## config.mk

```make
export PLATFORM = sky130hd
export DESIGN_NAME = indexed_shift_array_table_unit
export DESIGN_NICKNAME = d
export VERILOG_FILES = /design/src/sv/ist_pkg.sv /design/src/sv/ist_ram.sv /design/src/sv/ist_reduce.sv /design/src/sv/indexed_shift_array_table_unit.sv
export SDC_FILE = /design/constraint.sdc
export NUM_CORES = 2
export LEC_CHECK = 0
export BUFFER_PORTS_ARGS = -buffer_cell sky130_fd_sc_hd__buf_2
export CAP_MARGIN = 15
export CORE_AREA = 3 3 324 326
export DETAILED_ROUTE_END_ITERATION = 8
export DIE_AREA = 0 0 327 329
export SLEW_MARGIN = 15
export SYNTH_ARGS = -nofsm -noshare
export SYNTH_HDL_FRONTEND = slang
export SYNTH_SLANG_ARGS = --single-unit
```

## constraint.sdc

```tcl
create_clock -name clk -period 17.54 [get_ports clk]
set_input_delay 2.631 -clock clk [delete_from_list [all_inputs] [get_ports clk]]
set_output_delay 2.631 -clock clk [all_outputs]
set_load 0.005 [all_outputs]
```

## src/sv/ist_pkg.sv

```systemverilog
package ist_pkg;

  localparam int SLOTS_DEF = 16;
  localparam int WORD_W    = 32;
  localparam int TOTAL_W   = 36;
  localparam int CAP_W     = 5;
  localparam int POS_W     = 4;
  localparam int CNT_W     = 5;
  localparam int ACT_W     = 3;
  localparam int STAT_W    = 2;

  localparam logic [CAP_W-1:0] CAP_RESET = 5'd16;

  typedef enum logic [ACT_W-1:0] {
    ACT_APPEND  = 3'd0,
    ACT_INSERT  = 3'd1,
    ACT_DELETE  = 3'd2,
    ACT_READ    = 3'd3,
    ACT_WRITE   = 3'd4,
    ACT_REVERSE = 3'd5,
    ACT_SHL     = 3'd6,
    ACT_NONE    = 3'd7
  } act_t;

  typedef enum logic [STAT_W-1:0] {
    ST_DONE  = 2'd0,
    ST_RANGE = 2'd1,
    ST_FULL  = 2'd2
  } stat_t;

  // Control from the sequencer to the reduction unit
  typedef struct packed {
    logic en;
    logic first;
  } red_ctl_t;

endpackage

```

## src/sv/ist_ram.sv

```systemverilog
module ist_ram #(
  parameter int WIDTH = 32,
  parameter int DEPTH = 16
) (
  input  logic                     clk,
  input  logic                     we,
  input  logic [$clog2(DEPTH)-1:0] waddr,
  input  logic [WIDTH-1:0]         wdata,
  input  logic [$clog2(DEPTH)-1:0] raddr,
  output logic [WIDTH-1:0]         rdata
);

  logic [WIDTH-1:0] mem [DEPTH];

  always_ff @(posedge clk) begin
    if (we) begin
      mem[waddr] <= wdata;
    end
    rdata <= mem[raddr];
  end

endmodule

```

## src/sv/ist_reduce.sv

```systemverilog
module ist_reduce import ist_pkg::*; (
  input  logic                      clk,
  input  red_ctl_t                  ctl,
  input  logic signed [WORD_W-1:0]  din,
  output logic signed [WORD_W-1:0]  mx,
  output logic signed [WORD_W-1:0]  mn,
  output logic signed [TOTAL_W-1:0] sum
);

  logic signed [TOTAL_W-1:0] din_ext;

  assign din_ext = {{(TOTAL_W-WORD_W){din[WORD_W-1]}}, din};

  // First word seeds all three; later words compare and accumulate
  always_ff @(posedge clk) begin
    if (ctl.en) begin
      if (ctl.first) begin
        mx  <= din;
        mn  <= din;
        sum <= din_ext;
      end else begin
        if (din > mx) begin
          mx <= din;
        end
        if (din < mn) begin
          mn <= din;
        end
        sum <= sum + din_ext;
      end
    end
  end

endmodule

```

## src/sv/indexed_shift_array_table_unit.sv

```systemverilog
// Sequence: refused requests, the unused action and short reverses go straight to the scan; append and write
//   put one word, read fetches a slot, insert moves any slots up then puts, delete fetches then moves any
//   slots down, shift left moves slots down then clears the last, and reverse reads low, reads high, writes
//   low and writes high per swapped pair; all end with the scan. One transaction at a time, the next is
//   accepted the cycle after the result loads; the shared max/min/sum unit scans one slot per cycle.
// Reset (synchronous, rst high): table empty, capacity 16, no output pending; RAM not cleared.
module indexed_shift_array_table_unit import ist_pkg::*; #(
  parameter int SLOTS = SLOTS_DEF
) (
  input  logic                      clk,
  input  logic                      rst,
  input  logic                      cfg_valid,
  output logic                      cfg_ready,
  input  logic [CAP_W-1:0]          cfg_data,
  input  logic                      in_valid,
  output logic                      in_ready,
  input  logic [ACT_W-1:0]          action,
  input  logic [POS_W-1:0]          position,
  input  logic signed [WORD_W-1:0]  word_in,
  output logic                      out_valid,
  input  logic                      out_ready,
  output logic signed [WORD_W-1:0]  word_out,
  output logic [STAT_W-1:0]         status,
  output logic [CNT_W-1:0]          count,
  output logic signed [WORD_W-1:0]  largest,
  output logic signed [WORD_W-1:0]  smallest,
  output logic signed [TOTAL_W-1:0] total
);

  localparam int IW = $clog2(SLOTS);
  localparam int CW = $clog2(SLOTS + 1);
  // Compare width wide enough for the count, the 5-bit capacity and the 4-bit position fields
  localparam int KW = (CW > CNT_W) ? CW : CNT_W;

  typedef enum logic [12:0] {
    S_IDLE    = 13'b0000000000001,
    S_FETCH   = 13'b0000000000010,
    S_CAPTURE = 13'b0000000000100,
    S_MV_RD   = 13'b0000000001000,
    S_MV_WR   = 13'b0000000010000,
    S_PUT     = 13'b0000000100000,
    S_CLEAR   = 13'b0000001000000,
    S_RV_RDLO = 13'b0000010000000,
    S_RV_RDHI = 13'b0000100000000,
    S_RV_WRLO = 13'b0001000000000,
    S_RV_WRHI = 13'b0010000000000,
    S_SCAN    = 13'b0100000000000,
    S_DONE    = 13'b1000000000000
  } seq_state_t;

  seq_state_t state;

  // Sequencer control
  logic [CW-1:0]    live_count;
  logic [CAP_W-1:0] capacity;
  act_t             act;
  logic [IW-1:0]    pos;
  logic [IW-1:0]    src;
  logic [IW-1:0]    dst;
  logic [IW-1:0]    put_addr;
  logic [CW-1:0]    moves;
  logic             move_up;
  logic [IW:0]      lo;
  logic [IW:0]      hi;
  logic [CW-1:0]    scan_idx;
  logic             scan_pend;
  logic             scan_first;
  logic [STAT_W-1:0] stat;

  // Payload
  logic signed [WORD_W-1:0] word;
  logic signed [WORD_W-1:0] result;
  logic signed [WORD_W-1:0] hold;

  // RAM port
  logic              ram_we;
  logic [IW-1:0]     ram_waddr;
  logic [WORD_W-1:0] ram_wdata;
  logic [IW-1:0]     ram_raddr;
  logic [WORD_W-1:0] ram_rdata;

  // Reduction unit
  red_ctl_t                  red_ctl;
  logic signed [WORD_W-1:0]  red_mx;
  logic signed [WORD_W-1:0]  red_mn;
  logic signed [TOTAL_W-1:0] red_sum;

  // Request checks against the count before the step
  logic [KW-1:0] n_k;
  logic [KW-1:0] p_k;
  logic [KW-1:0] cap_k;
  logic [KW-1:0] lim_k;
  logic          full;
  logic          scan_issue;
  logic          out_load;

  assign n_k   = KW'(live_count);
  assign p_k   = KW'(position);
  assign cap_k = KW'(capacity);
  assign lim_k = (cap_k > KW'(SLOTS)) ? KW'(SLOTS) : cap_k;
  assign full  = (n_k >= lim_k);

  assign cfg_ready  = 1'b1;
  assign in_ready   = (state == S_IDLE);
  assign scan_issue = (state == S_SCAN) && (scan_idx < live_count);
  // Load the output register once the previous result has gone
  assign out_load   = (state == S_DONE) && (!out_valid || out_ready);

  // RAM address and data selection
  always_comb begin
    ram_we    = 1'b0;
    ram_waddr = dst;
    ram_wdata = ram_rdata;
    ram_raddr = src;
    case (state)
      S_FETCH: begin
        ram_raddr = pos;
      end
      S_MV_RD: begin
        ram_raddr = src;
      end
      S_MV_WR: begin
        ram_we    = 1'b1;
        ram_waddr = dst;
        ram_wdata = ram_rdata;
      end
      S_PUT: begin
        ram_we    = 1'b1;
        ram_waddr = put_addr;
        ram_wdata = word;
      end
      S_CLEAR: begin
        ram_we    = 1'b1;
        ram_waddr = put_addr;
        ram_wdata = '0;
      end
      S_RV_RDLO: begin
        ram_raddr = lo[IW-1:0];
      end
      S_RV_RDHI: begin
        ram_raddr = hi[IW-1:0];
      end
      S_RV_WRLO: begin
        ram_we    = 1'b1;
        ram_waddr = lo[IW-1:0];
        ram_wdata = ram_rdata;
      end
      S_RV_WRHI: begin
        ram_we    = 1'b1;
        ram_waddr = hi[IW-1:0];
        ram_wdata = hold;
      end
      S_SCAN: begin
        ram_raddr = scan_idx[IW-1:0];
      end
      default: begin
        ram_we = 1'b0;
      end
    endcase
  end

  assign red_ctl.en    = scan_pend;
  assign red_ctl.first = scan_first;

  // Sequencer
  always_ff @(posedge clk) begin
    if (rst) begin
      state      <= S_IDLE;
      live_count <= '0;
      capacity   <= CAP_RESET;
      act        <= ACT_NONE;
      pos        <= '0;
      src        <= '0;
      dst        <= '0;
      put_addr   <= '0;
      moves      <= '0;
      move_up    <= 1'b0;
      lo         <= '0;
      hi         <= '0;
      scan_idx   <= '0;
      scan_pend  <= 1'b0;
      scan_first <= 1'b0;
      stat       <= ST_DONE;
      out_valid  <= 1'b0;
    end else begin
      if (cfg_valid && cfg_ready) begin
        capacity <= cfg_data;
      end

      if (out_load) begin
        out_valid <= 1'b1;
      end else if (out_ready) begin
        out_valid <= 1'b0;
      end

      case (state)
        S_IDLE: begin
          scan_idx  <= '0;
          scan_pend <= 1'b0;
          if (in_valid) begin
            act <= act_t'(action);
            pos <= IW'(position);
            case (act_t'(action))
              ACT_APPEND: begin
                if (full) begin
                  stat  <= ST_FULL;
                  state <= S_SCAN;
                end else begin
                  stat       <= ST_DONE;
                  put_addr   <= IW'(live_count);
                  live_count <= live_count + CW'(1);
                  state      <= S_PUT;
                end
              end
              ACT_INSERT: begin
                if (p_k > n_k) begin
                  stat  <= ST_RANGE;
                  state <= S_SCAN;
                end else if (full) begin
                  stat  <= ST_FULL;
                  state <= S_SCAN;
                end else begin
                  stat       <= ST_DONE;
                  put_addr   <= IW'(position);
                  src        <= IW'(live_count - CW'(1));
                  dst        <= IW'(live_count);
                  move_up    <= 1'b1;
                  moves      <= live_count - CW'(position);
                  live_count <= live_count + CW'(1);
                  state      <= (p_k == n_k) ? S_PUT : S_MV_RD;
                end
              end
              ACT_DELETE: begin
                if (p_k >= n_k) begin
                  stat  <= ST_RANGE;
                  state <= S_SCAN;
                end else begin
                  stat       <= ST_DONE;
                  src        <= IW'(position) + IW'(1);
                  dst        <= IW'(position);
                  move_up    <= 1'b0;
                  moves      <= live_count - CW'(1) - CW'(position);
                  live_count <= live_count - CW'(1);
                  state      <= S_FETCH;
                end
              end
              ACT_READ: begin
                if (p_k >= n_k) begin
                  stat  <= ST_RANGE;
                  state <= S_SCAN;
                end else begin
                  stat  <= ST_DONE;
                  state <= S_FETCH;
                end
              end
              ACT_WRITE: begin
                if (p_k >= n_k) begin
                  stat  <= ST_RANGE;
                  state <= S_SCAN;
                end else begin
                  stat     <= ST_DONE;
                  put_addr <= IW'(position);
                  state    <= S_PUT;
                end
              end
              ACT_REVERSE: begin
                stat <= ST_DONE;
                if (n_k > KW'(1)) begin
                  lo    <= '0;
                  hi    <= (IW+1)'(live_count - CW'(1));
                  state <= S_RV_RDLO;
                end else begin
                  state <= S_SCAN;
                end
              end
              ACT_SHL: begin
                stat <= ST_DONE;
                if (n_k != '0) begin
                  src      <= IW'(1);
                  dst      <= '0;
                  move_up  <= 1'b0;
                  moves    <= live_count - CW'(1);
                  put_addr <= IW'(live_count - CW'(1));
                  state    <= (n_k == KW'(1)) ? S_CLEAR : S_MV_RD;
                end else begin
                  state <= S_SCAN;
                end
              end
              default: begin
                stat  <= ST_DONE;
                state <= S_SCAN;
              end
            endcase
          end
        end
        S_FETCH: begin
          state <= S_CAPTURE;
        end
        S_CAPTURE: begin
          // Delete goes on to close the gap unless it removed the last entry
          if (act == ACT_DELETE && moves != '0) begin
            state <= S_MV_RD;
          end else begin
            state <= S_SCAN;
          end
        end
        S_MV_RD: begin
          state <= S_MV_WR;
        end
        S_MV_WR: begin
          moves <= moves - CW'(1);
          if (move_up) begin
            src <= src - IW'(1);
            dst <= dst - IW'(1);
          end else begin
            src <= src + IW'(1);
            dst <= dst + IW'(1);
          end
          if (moves == CW'(1)) begin
            case (act)
              ACT_INSERT: state <= S_PUT;
              ACT_SHL:    state <= S_CLEAR;
              default:    state <= S_SCAN;
            endcase
          end else begin
            state <= S_MV_RD;
          end
        end
        S_PUT: begin
          state <= S_SCAN;
        end
        S_CLEAR: begin
          state <= S_SCAN;
        end
        S_RV_RDLO: begin
          state <= S_RV_RDHI;
        end
        S_RV_RDHI: begin
          state <= S_RV_WRLO;
        end
        S_RV_WRLO: begin
          state <= S_RV_WRHI;
        end
        S_RV_WRHI: begin
          lo <= lo + (IW+1)'(1);
          hi <= hi - (IW+1)'(1);
          // Another pair remains while the next low index stays below the next high
          if (lo + (IW+1)'(2) < hi) begin
            state <= S_RV_RDLO;
          end else begin
            state <= S_SCAN;
          end
        end
        S_SCAN: begin
          scan_pend  <= scan_issue;
          scan_first <= scan_issue && (scan_idx == '0);
          if (scan_issue) begin
            scan_idx <= scan_idx + CW'(1);
          end else if (!scan_pend) begin
            state <= S_DONE;
          end
        end
        S_DONE: begin
          if (out_load) begin
            state <= S_IDLE;
          end
        end
        default: begin
          state <= S_IDLE;
        end
      endcase
    end
  end

  // Payload registers
  always_ff @(posedge clk) begin
    if (state == S_IDLE && in_valid) begin
      word   <= word_in;
      result <= '0;
    end
    if (state == S_CAPTURE) begin
      result <= ram_rdata;
    end
    if (state == S_RV_RDHI) begin
      hold <= ram_rdata;
    end
    if (out_load) begin
      word_out <= result;
      status   <= stat;
      count    <= CNT_W'(live_count);
      if (live_count == '0) begin
        largest  <= '0;
        smallest <= '0;
        total    <= '0;
      end else begin
        largest  <= red_mx;
        smallest <= red_mn;
        total    <= red_sum;
      end
    end
  end

  ist_ram #(
    .WIDTH (WORD_W),
    .DEPTH (SLOTS)
  ) u_ram (
    .clk   (clk),
    .we    (ram_we),
    .waddr (ram_waddr),
    .wdata (ram_wdata),
    .raddr (ram_raddr),
    .rdata (ram_rdata)
  );

  ist_reduce u_reduce (
    .clk (clk),
    .ctl (red_ctl),
    .din (ram_rdata),
    .mx  (red_mx),
    .mn  (red_mn),
    .sum (red_sum)
  );

endmodule
```

; After elaboration in Yosys (flattened, before gate mapping)
; Memory sizes are Yosys's and may differ from the RTL's. A register that Yosys moved wholly into a read port is not among the register bits.
; Index checks and enable logic that the tools add are counted.
[totals]
latch_bits = 0
output_inout_bits = 142
mem_bits_rw = 512
ff_bits = 403
wordCells = 219
rom_bits = 0
in_bits = 49
memories = 1
[mem_list]
columns = memory, words, width, read_ports, rd_clocked_by_memory_dff, write_ports, line_no
row1 = u_ram.mem, 16, 32, 1, 1, 1, ist_ram.sv:13  ; logic [WIDTH-1:0] mem [DEPTH];
[classes]
magnitude_cmp = 9
shift = 0
n_mul = 0
eq_ne = 43
n_reduce_logical = 36
bitwise_logic = 0
n_div = 0
muxes = 86
add_sub_neg = 15
[op_table]
columns = op, count
row1 = 32-bit two-way mux, 6
row2 = 13-bit case mux with 12 select lines, 1
row3 = 12-bit two-way mux, 9
row4 = 32-bit case mux with 3 select lines, 1
row5 = 5-bit two-way mux, 16
row6 = 13-bit case mux with 6 select lines, 1
row7 = 13-bit two-way mux, 5
row8 = 4-bit two-way mux, 15
row9 = 5-bit case mux with 2 select lines, 4
row10 = 36-bit by 32-bit adder with 36-bit output, 1
row11 = 36-bit two-way mux, 1
row12 = 4-bit case mux with 3 select lines, 3
row13 = 32-bit > comparator, 1
row14 = 32-bit < comparator, 1
row15 = 4-bit case mux with 4 select lines, 2
row16 = 5-bit case mux with 3 select lines, 2
row17 = 12-bit case mux with 2 select lines, 1
row18 = "2-bit != test, second input constant", 11
row19 = 4-bit case mux with 2 select lines, 2
row20 = "5-bit by 1-bit adder with 5-bit output, second input constant", 3
row21 = "5-bit by 1-bit subtractor with 5-bit output, second input constant", 3
row22 = 7-bit AND reduction, 2
row23 = 2-bit nonzero test, 7
row24 = "13-bit by 1-bit equality test with 1-bit output, second input constant", 1
row25 = other kinds (52), 90

; Logic depth before layout (Yosys ltp)
[depth]
word_depth = 8
mapped_depth = 15
depth_no_buf = 13

; By module
; A second synthesis with hierarchy kept.
[unflattened]
hier_cells = 2679
hier_area_um2 = 40557.6
[modules_own_cells]
columns = module, cells_each, seq_area_each_um2, area_each_um2, n_inst
row1 = ist_ram, 838, 16015.4, 19854.0, 1
row2 = indexed_shift_array_table_unit, 1167, 8418.1, 13668.1, 1
row3 = ist_reduce, 674, 3002.9, 7035.5, 1

; Worst setup path before layout
; OpenSTA, ideal clock, no wires.
[synth_path]
kind = input-to-reg
startpoint = input port out_ready
endpoint = register count[0] (enable)
slack_ns = 7.999
setup_time_ns = 0.655
arrival_time_ns = 8.886
path_stages = 2
n_path_buf = 0
t_required_ns = 16.885
path_cell_list = nand2b_1 -> nor2b_1
[synth_between]
elab_chain_cells = 2
[synth_rtl]
columns = element, line_no
row1 = "start, declared", indexed_shift_array_table_unit.sv:21  ; input logic out_ready,
row2 = 1-bit logical OR, indexed_shift_array_table_unit.sv:107  ; assign out_load = (state == S_DONE) && (!out_valid || out_ready);
row3 = 1-bit logical AND, indexed_shift_array_table_unit.sv:107
row4 = net out_load, indexed_shift_array_table_unit.sv:95  ; logic out_load;
row5 = "end signal, assigned", indexed_shift_array_table_unit.sv:390  ; count <= CNT_W'(live_count);
row6 = "end, declared", indexed_shift_array_table_unit.sv:24  ; output logic [CNT_W-1:0] count,
; The timed path passes the listed nets, and every way through them passes these cells.
; A chain may end at the register's enable or synchronous reset.

; Worst setup path after layout
[layout_path]
startpoint = input port position[1]
endpoint = register dst[3]
[layout_between]
elab_chain_cells = 3
word_cells_on_any_way = 5
cone_classes = order compare: 2 / eq/ne: 2 / reduce/logical: 1
[layout_rtl]
columns = element, line_no
row1 = "start, declared", indexed_shift_array_table_unit.sv:18  ; input logic [POS_W-1:0] position,
row2 = 4-bit by 5-bit >= comparator with 1-bit output / 4-bit by 5-bit > comparator with 1-bit output (equally long branches), "indexed_shift_array_table_unit.sv:234, indexed_shift_array_table_unit.sv:216"
row3 = 3-bit != test (no line), -
row4 = 7-bit AND reduction (no line) (*), -
row5 = "end signal, assigned", indexed_shift_array_table_unit.sv:226  ; dst <= IW'(live_count);
row6 = "end signal, assigned", indexed_shift_array_table_unit.sv:240  ; dst <= IW'(position);
row7 = "end signal, assigned", indexed_shift_array_table_unit.sv:314  ; dst <= dst - IW'(1);
row8 = "end, declared", indexed_shift_array_table_unit.sv:59  ; logic [IW-1:0] dst;
; Mark *: on every way between the ends. The rest lies on a longest branch, timed or not.

==> results.rst <==
.. list-table::
   :header-rows: 1

   * - Metric
     - Value
   * - Remaining Overflow, GRT
     - 0
   * - Count of routing violations after the opening detailed-route iteration
     - between 2000 and 3000
   * - Initial core utilization
     - 40.1%
   * - Number of inserted filler cells in the final layout
     - 9095
   * - Port Buffer Count
     - 189
   * - Number of buffers inserted by post-CTS setup repair
     - 0
   * - Total iterations of the first detailed-routing run
     - 7
   * - Maximum net fanout on the critical path
     - 27
   * - Number of CTS-inserted buffers
     - 95
   * - Number of synthesized flops with an enable pin
     - between 800 and 900
   * - Minimum clock period
     - between 5 and 6 ns
   * - Post-Synthesis Cell Area
     - just over 40000 µm²
   * - Finished layout cell area
     - 46700 µm²
   * - Clock Skews
     - between 0.03 and 0.04 ns
   * - Final setup vio count
     - 0
   * - Routed Antenna Nets
     - 0
   * - Worst IR drop on VDD
     - 0.0832 mV
   * - Power density over the cells
     - 134 nW/µm²
   * - Final hold slack
     - 0.416 ns
   * - Vias per cell
     - around 5.4
   * - Yosys reg bits
     - around 950
   * - Fraction of the cycle the final worst path needs
     - between 30 and 40%
   * - I/O pins
     - roughly 190
   * - Highest achievable clock rate
     - 185 MHz
   * - Type of the worst min-delay path
     - register to register
   * - Number of failing hold endpoints at the final stage
     - 0
   * - Depth of the worst register-to-register path
     - 11
   * - RePlAce Congestion
     - slightly below 0.9
   * - Area after detailed placement
     - 43400 µm²
   * - Count of distinct cell types in the synthesized netlist
     - 87
   * - Critical Path Sink Type
     - register
   * - Headroom to the max-slew limit
     - between 15 and 20%
   * - Pleak
     - approximately 18 nW
   * - Endpoint required time on the critical path
     - 18.04 ns
   * - Cts hold-fix bufs
     - 0
   * - Total design power
     - 6.25 mW
   * - Number of cells in the design after placement
     - about 4600
   * - Startpoint Class
     - input port
   * - DRC viols
     - 0
   * - Die area
     - 108000 µm²
   * - Number of buffers on the longest clock path
     - 3
   * - Fraction of the yosys area taken by sequential cells
     - 67.1%
   * - Overall die width
     - 327 µm
   * - Via count
     - 26100
   * - Yosys warning count
     - 0
   * - Number of stages on the worst hold path
     - 0
   * - Final Net Count
     - 3561
   * - Result of the run
     - completed
   * - Total count of max-transition violations in the final report
     - 0
   * - Detailed placement HPWL
     - ~64000 µm
   * - Ratio of cells with drive above 1 in the final layout
     - 13.0%
   * - Critical path class
     - input port to register
   * - Height of the die
     - ~330 µm
   * - CTS clock-pin slew for the worst setup and hold paths
     - approximately 0.06 ns
   * - H-tree depth reported by CTS
     - 3
   * - CTS root buf
     - sky130_fd_sc_hd__clkbuf_16
   * - WL final
     - ~110000 µm
   * - Top FF cell, synth
     - sky130_fd_sc_hd__edfxtp_1
   * - Max capacitance violation total
     - 0
   * - Mean Syn Cell Area
     - ~13 µm²
   * - Worst path arrival time
     - 5.92 ns
   * - Actual transition at the worst max-transition pin
     - 1.19 ns
   * - Global-route wire length before repair
     - 158000 µm
   * - CTS-repair resized insts
     - 0
   * - Final sum of negative setup slack
     - 0 ns
   * - Tot GR Track Use
     - 19.5%
   * - Proportion of register bits with asynchronous set or reset after synthesis
     - 0%
   * - Largest net degree at the start of global routing
     - about 130
   * - Number of global-route vias before repair
     - roughly 25000
   * - Routed len/inst
     - 22.4 µm
   * - CTS tree
     - built
   * - Startpoint of the lowest-slack hold path
     - result[2]
   * - Clock latency on the worst-skew pair
     - 0.67 ns
   * - Standard cell core area
     - 102000 µm²
   * - Number of sinks on the clock net
     - 947
   * - Synthesized instance count
     - roughly 3200
   * - Launching point of the worst reg2reg path
     - state[0]
   * - Worst r2r dst
     - u_ram.rdata[12]
   * - Area growth from synthesis to final layout
     - 14.2%
   * - Endpoint with the worst hold slack
     - word_out[2]
   * - Final instance count without filler cells
     - 4825
   * - Number of antenna violations at the first check in global routing
     - 7
   * - Number of rows in the core area
     - ~120
   * - Unrepaired setup endpoints after global routing
     - false
   * - Register-to-Register Setup Slack
     - 12.91 ns
   * - Net Count, Synth
     - 3377
[through the flow]
| stage | util [%] | setup WS (ns) |
|---|---|---|
| after floorplan | - | 8.00 |
| after global placement | 42.6 | 11.66 |
| after detailed placement | 42.6 | 11.57 |
| after CTS | 45.7 | 12.26 |
| after global routing | 45.7 | 11.84 |
| final | 45.7 | 12.12 |
[cells in the mapped netlist (52+ instances only)]
cell                       count  area share, %
sky130_fd_sc_hd__edfxtp_1    847             62
sky130_fd_sc_hd__o21ai_0      95            1.2
sky130_fd_sc_hd__mux2i_1     111            2.7
sky130_fd_sc_hd__nor2_1      179            1.6
sky130_fd_sc_hd__inv_1       116            1.1
sky130_fd_sc_hd__ha_1        134            4.1
sky130_fd_sc_hd__a21oi_1     150            1.8
sky130_fd_sc_hd__nor2b_1      52           0.80
sky130_fd_sc_hd__nand2_1     553            5.1
sky130_fd_sc_hd__nand3_1      85            1.0
sky130_fd_sc_hd__dfxtp_1     100            4.9
sky130_fd_sc_hd__clkbuf_1     94           0.86
[layout by cell type (no fill, tap or decap), types with 35 or more instances in the layout]
master and instances:
sky130_fd_sc_hd__a21o_1 47, sky130_fd_sc_hd__a21oi_1 150, sky130_fd_sc_hd__a32oi_1 35, sky130_fd_sc_hd__and2_1 35
sky130_fd_sc_hd__and3_1 40, sky130_fd_sc_hd__buf_2 189, sky130_fd_sc_hd__buf_4 54, sky130_fd_sc_hd__clkbuf_16 97
sky130_fd_sc_hd__dfxtp_1 98, sky130_fd_sc_hd__edfxtp_1 847, sky130_fd_sc_hd__ha_1 134, sky130_fd_sc_hd__inv_1 116
sky130_fd_sc_hd__mux2i_1 110, sky130_fd_sc_hd__nand2_1 553, sky130_fd_sc_hd__nand3_1 85, sky130_fd_sc_hd__nand3b_1 36
sky130_fd_sc_hd__nor2_1 161, sky130_fd_sc_hd__nor2b_1 51, sky130_fd_sc_hd__o21ai_0 95
[how the worst max path moves through the flow]
stage	start	to	slack (ns)	cells past startpoint
finish	position[1]	dst[3]	12.12	12
global route	position[1]	dst[3]	11.84	12
CTS	position[1]	dst[3]	12.26	12
detailed placement	position[1]	dst[2]	11.57	12
global placement	position[1]	dst[3]	11.66	12
floorplan	out_ready	count[0]	8.00	2
[logic make-up (layout without fill, tap and decap cells)]
logic type | count (synthesis) | count (layout) | share of synthesized area, %
compound gates | 565 | 565 | 9.54
xor+xnor | 49 | 49 | 1.05
fa+ha+maj | 139 | 139 | 4.35
buf+inv | 275 | 541 | 2.80
flops | 947 | 947 | 67.1
mux | 117 | 117 | 2.89
other cells | 1 | 3 | 0.00917
simple gates | 1096 | 1096 | 12.2
[layer usage]
| layer | wire length (µm) | part of all wire (%) | global-route usage [%] |
|---|---|---|---|
| met5 | 25 | 0.023 | 0 |
| met4 | 2540 | 2.3 | 4.91 |
| met3 | 8150 | 7.5 | 4.33 |
| met2 | 49100 | 45 | 30.3 |
| met1 | 48200 | 45 | 27.9 |
[power breakdown]
group	leakage [nW]	internal [mW]	switching (mW)
clock	1.58	1.23	0.868
combinational	7.46	0.428	0.808
sequential	8.50	2.78	0.138
[critical path: stages]
cell                       delay (ns)
sky130_fd_sc_hd__buf_2           0.19
sky130_fd_sc_hd__inv_1           0.11
sky130_fd_sc_hd__ha_1            0.31
sky130_fd_sc_hd__nor2b_1         0.13
sky130_fd_sc_hd__o21a_1          0.15
sky130_fd_sc_hd__o21ai_0         0.14
sky130_fd_sc_hd__a21oi_1         0.47
sky130_fd_sc_hd__o21ai_0         0.23
sky130_fd_sc_hd__a221oi_4        1.00
sky130_fd_sc_hd__o311ai_0        0.30
sky130_fd_sc_hd__o21ai_1         0.14
sky130_fd_sc_hd__a211oi_1        0.08
[sequential cells by signal (all words and copies together), names as in the netlist, 32 cells and up]
name	cells
hold	32
largest	32
result	32
smallest	32
total	36
u_ram.mem	512
u_ram.rdata	32
u_reduce.mn	32
u_reduce.mx	32
u_reduce.sum	36
word	32
word_out	32
[final cells by class]
type                    count  area (µm²)  area share (%)
well taps                1368        1710            3.67
multi-input cells        1967       12500            26.7
inverters                 118         443           0.949
repair buffers            244        1370            2.94
flip-flops and latches    947       27400            58.8
clock inverters            47         586            1.25
clock buffers             132        2650            5.67
diodes                      2        5.00          0.0107
Power figures use the tool's default switching activity.
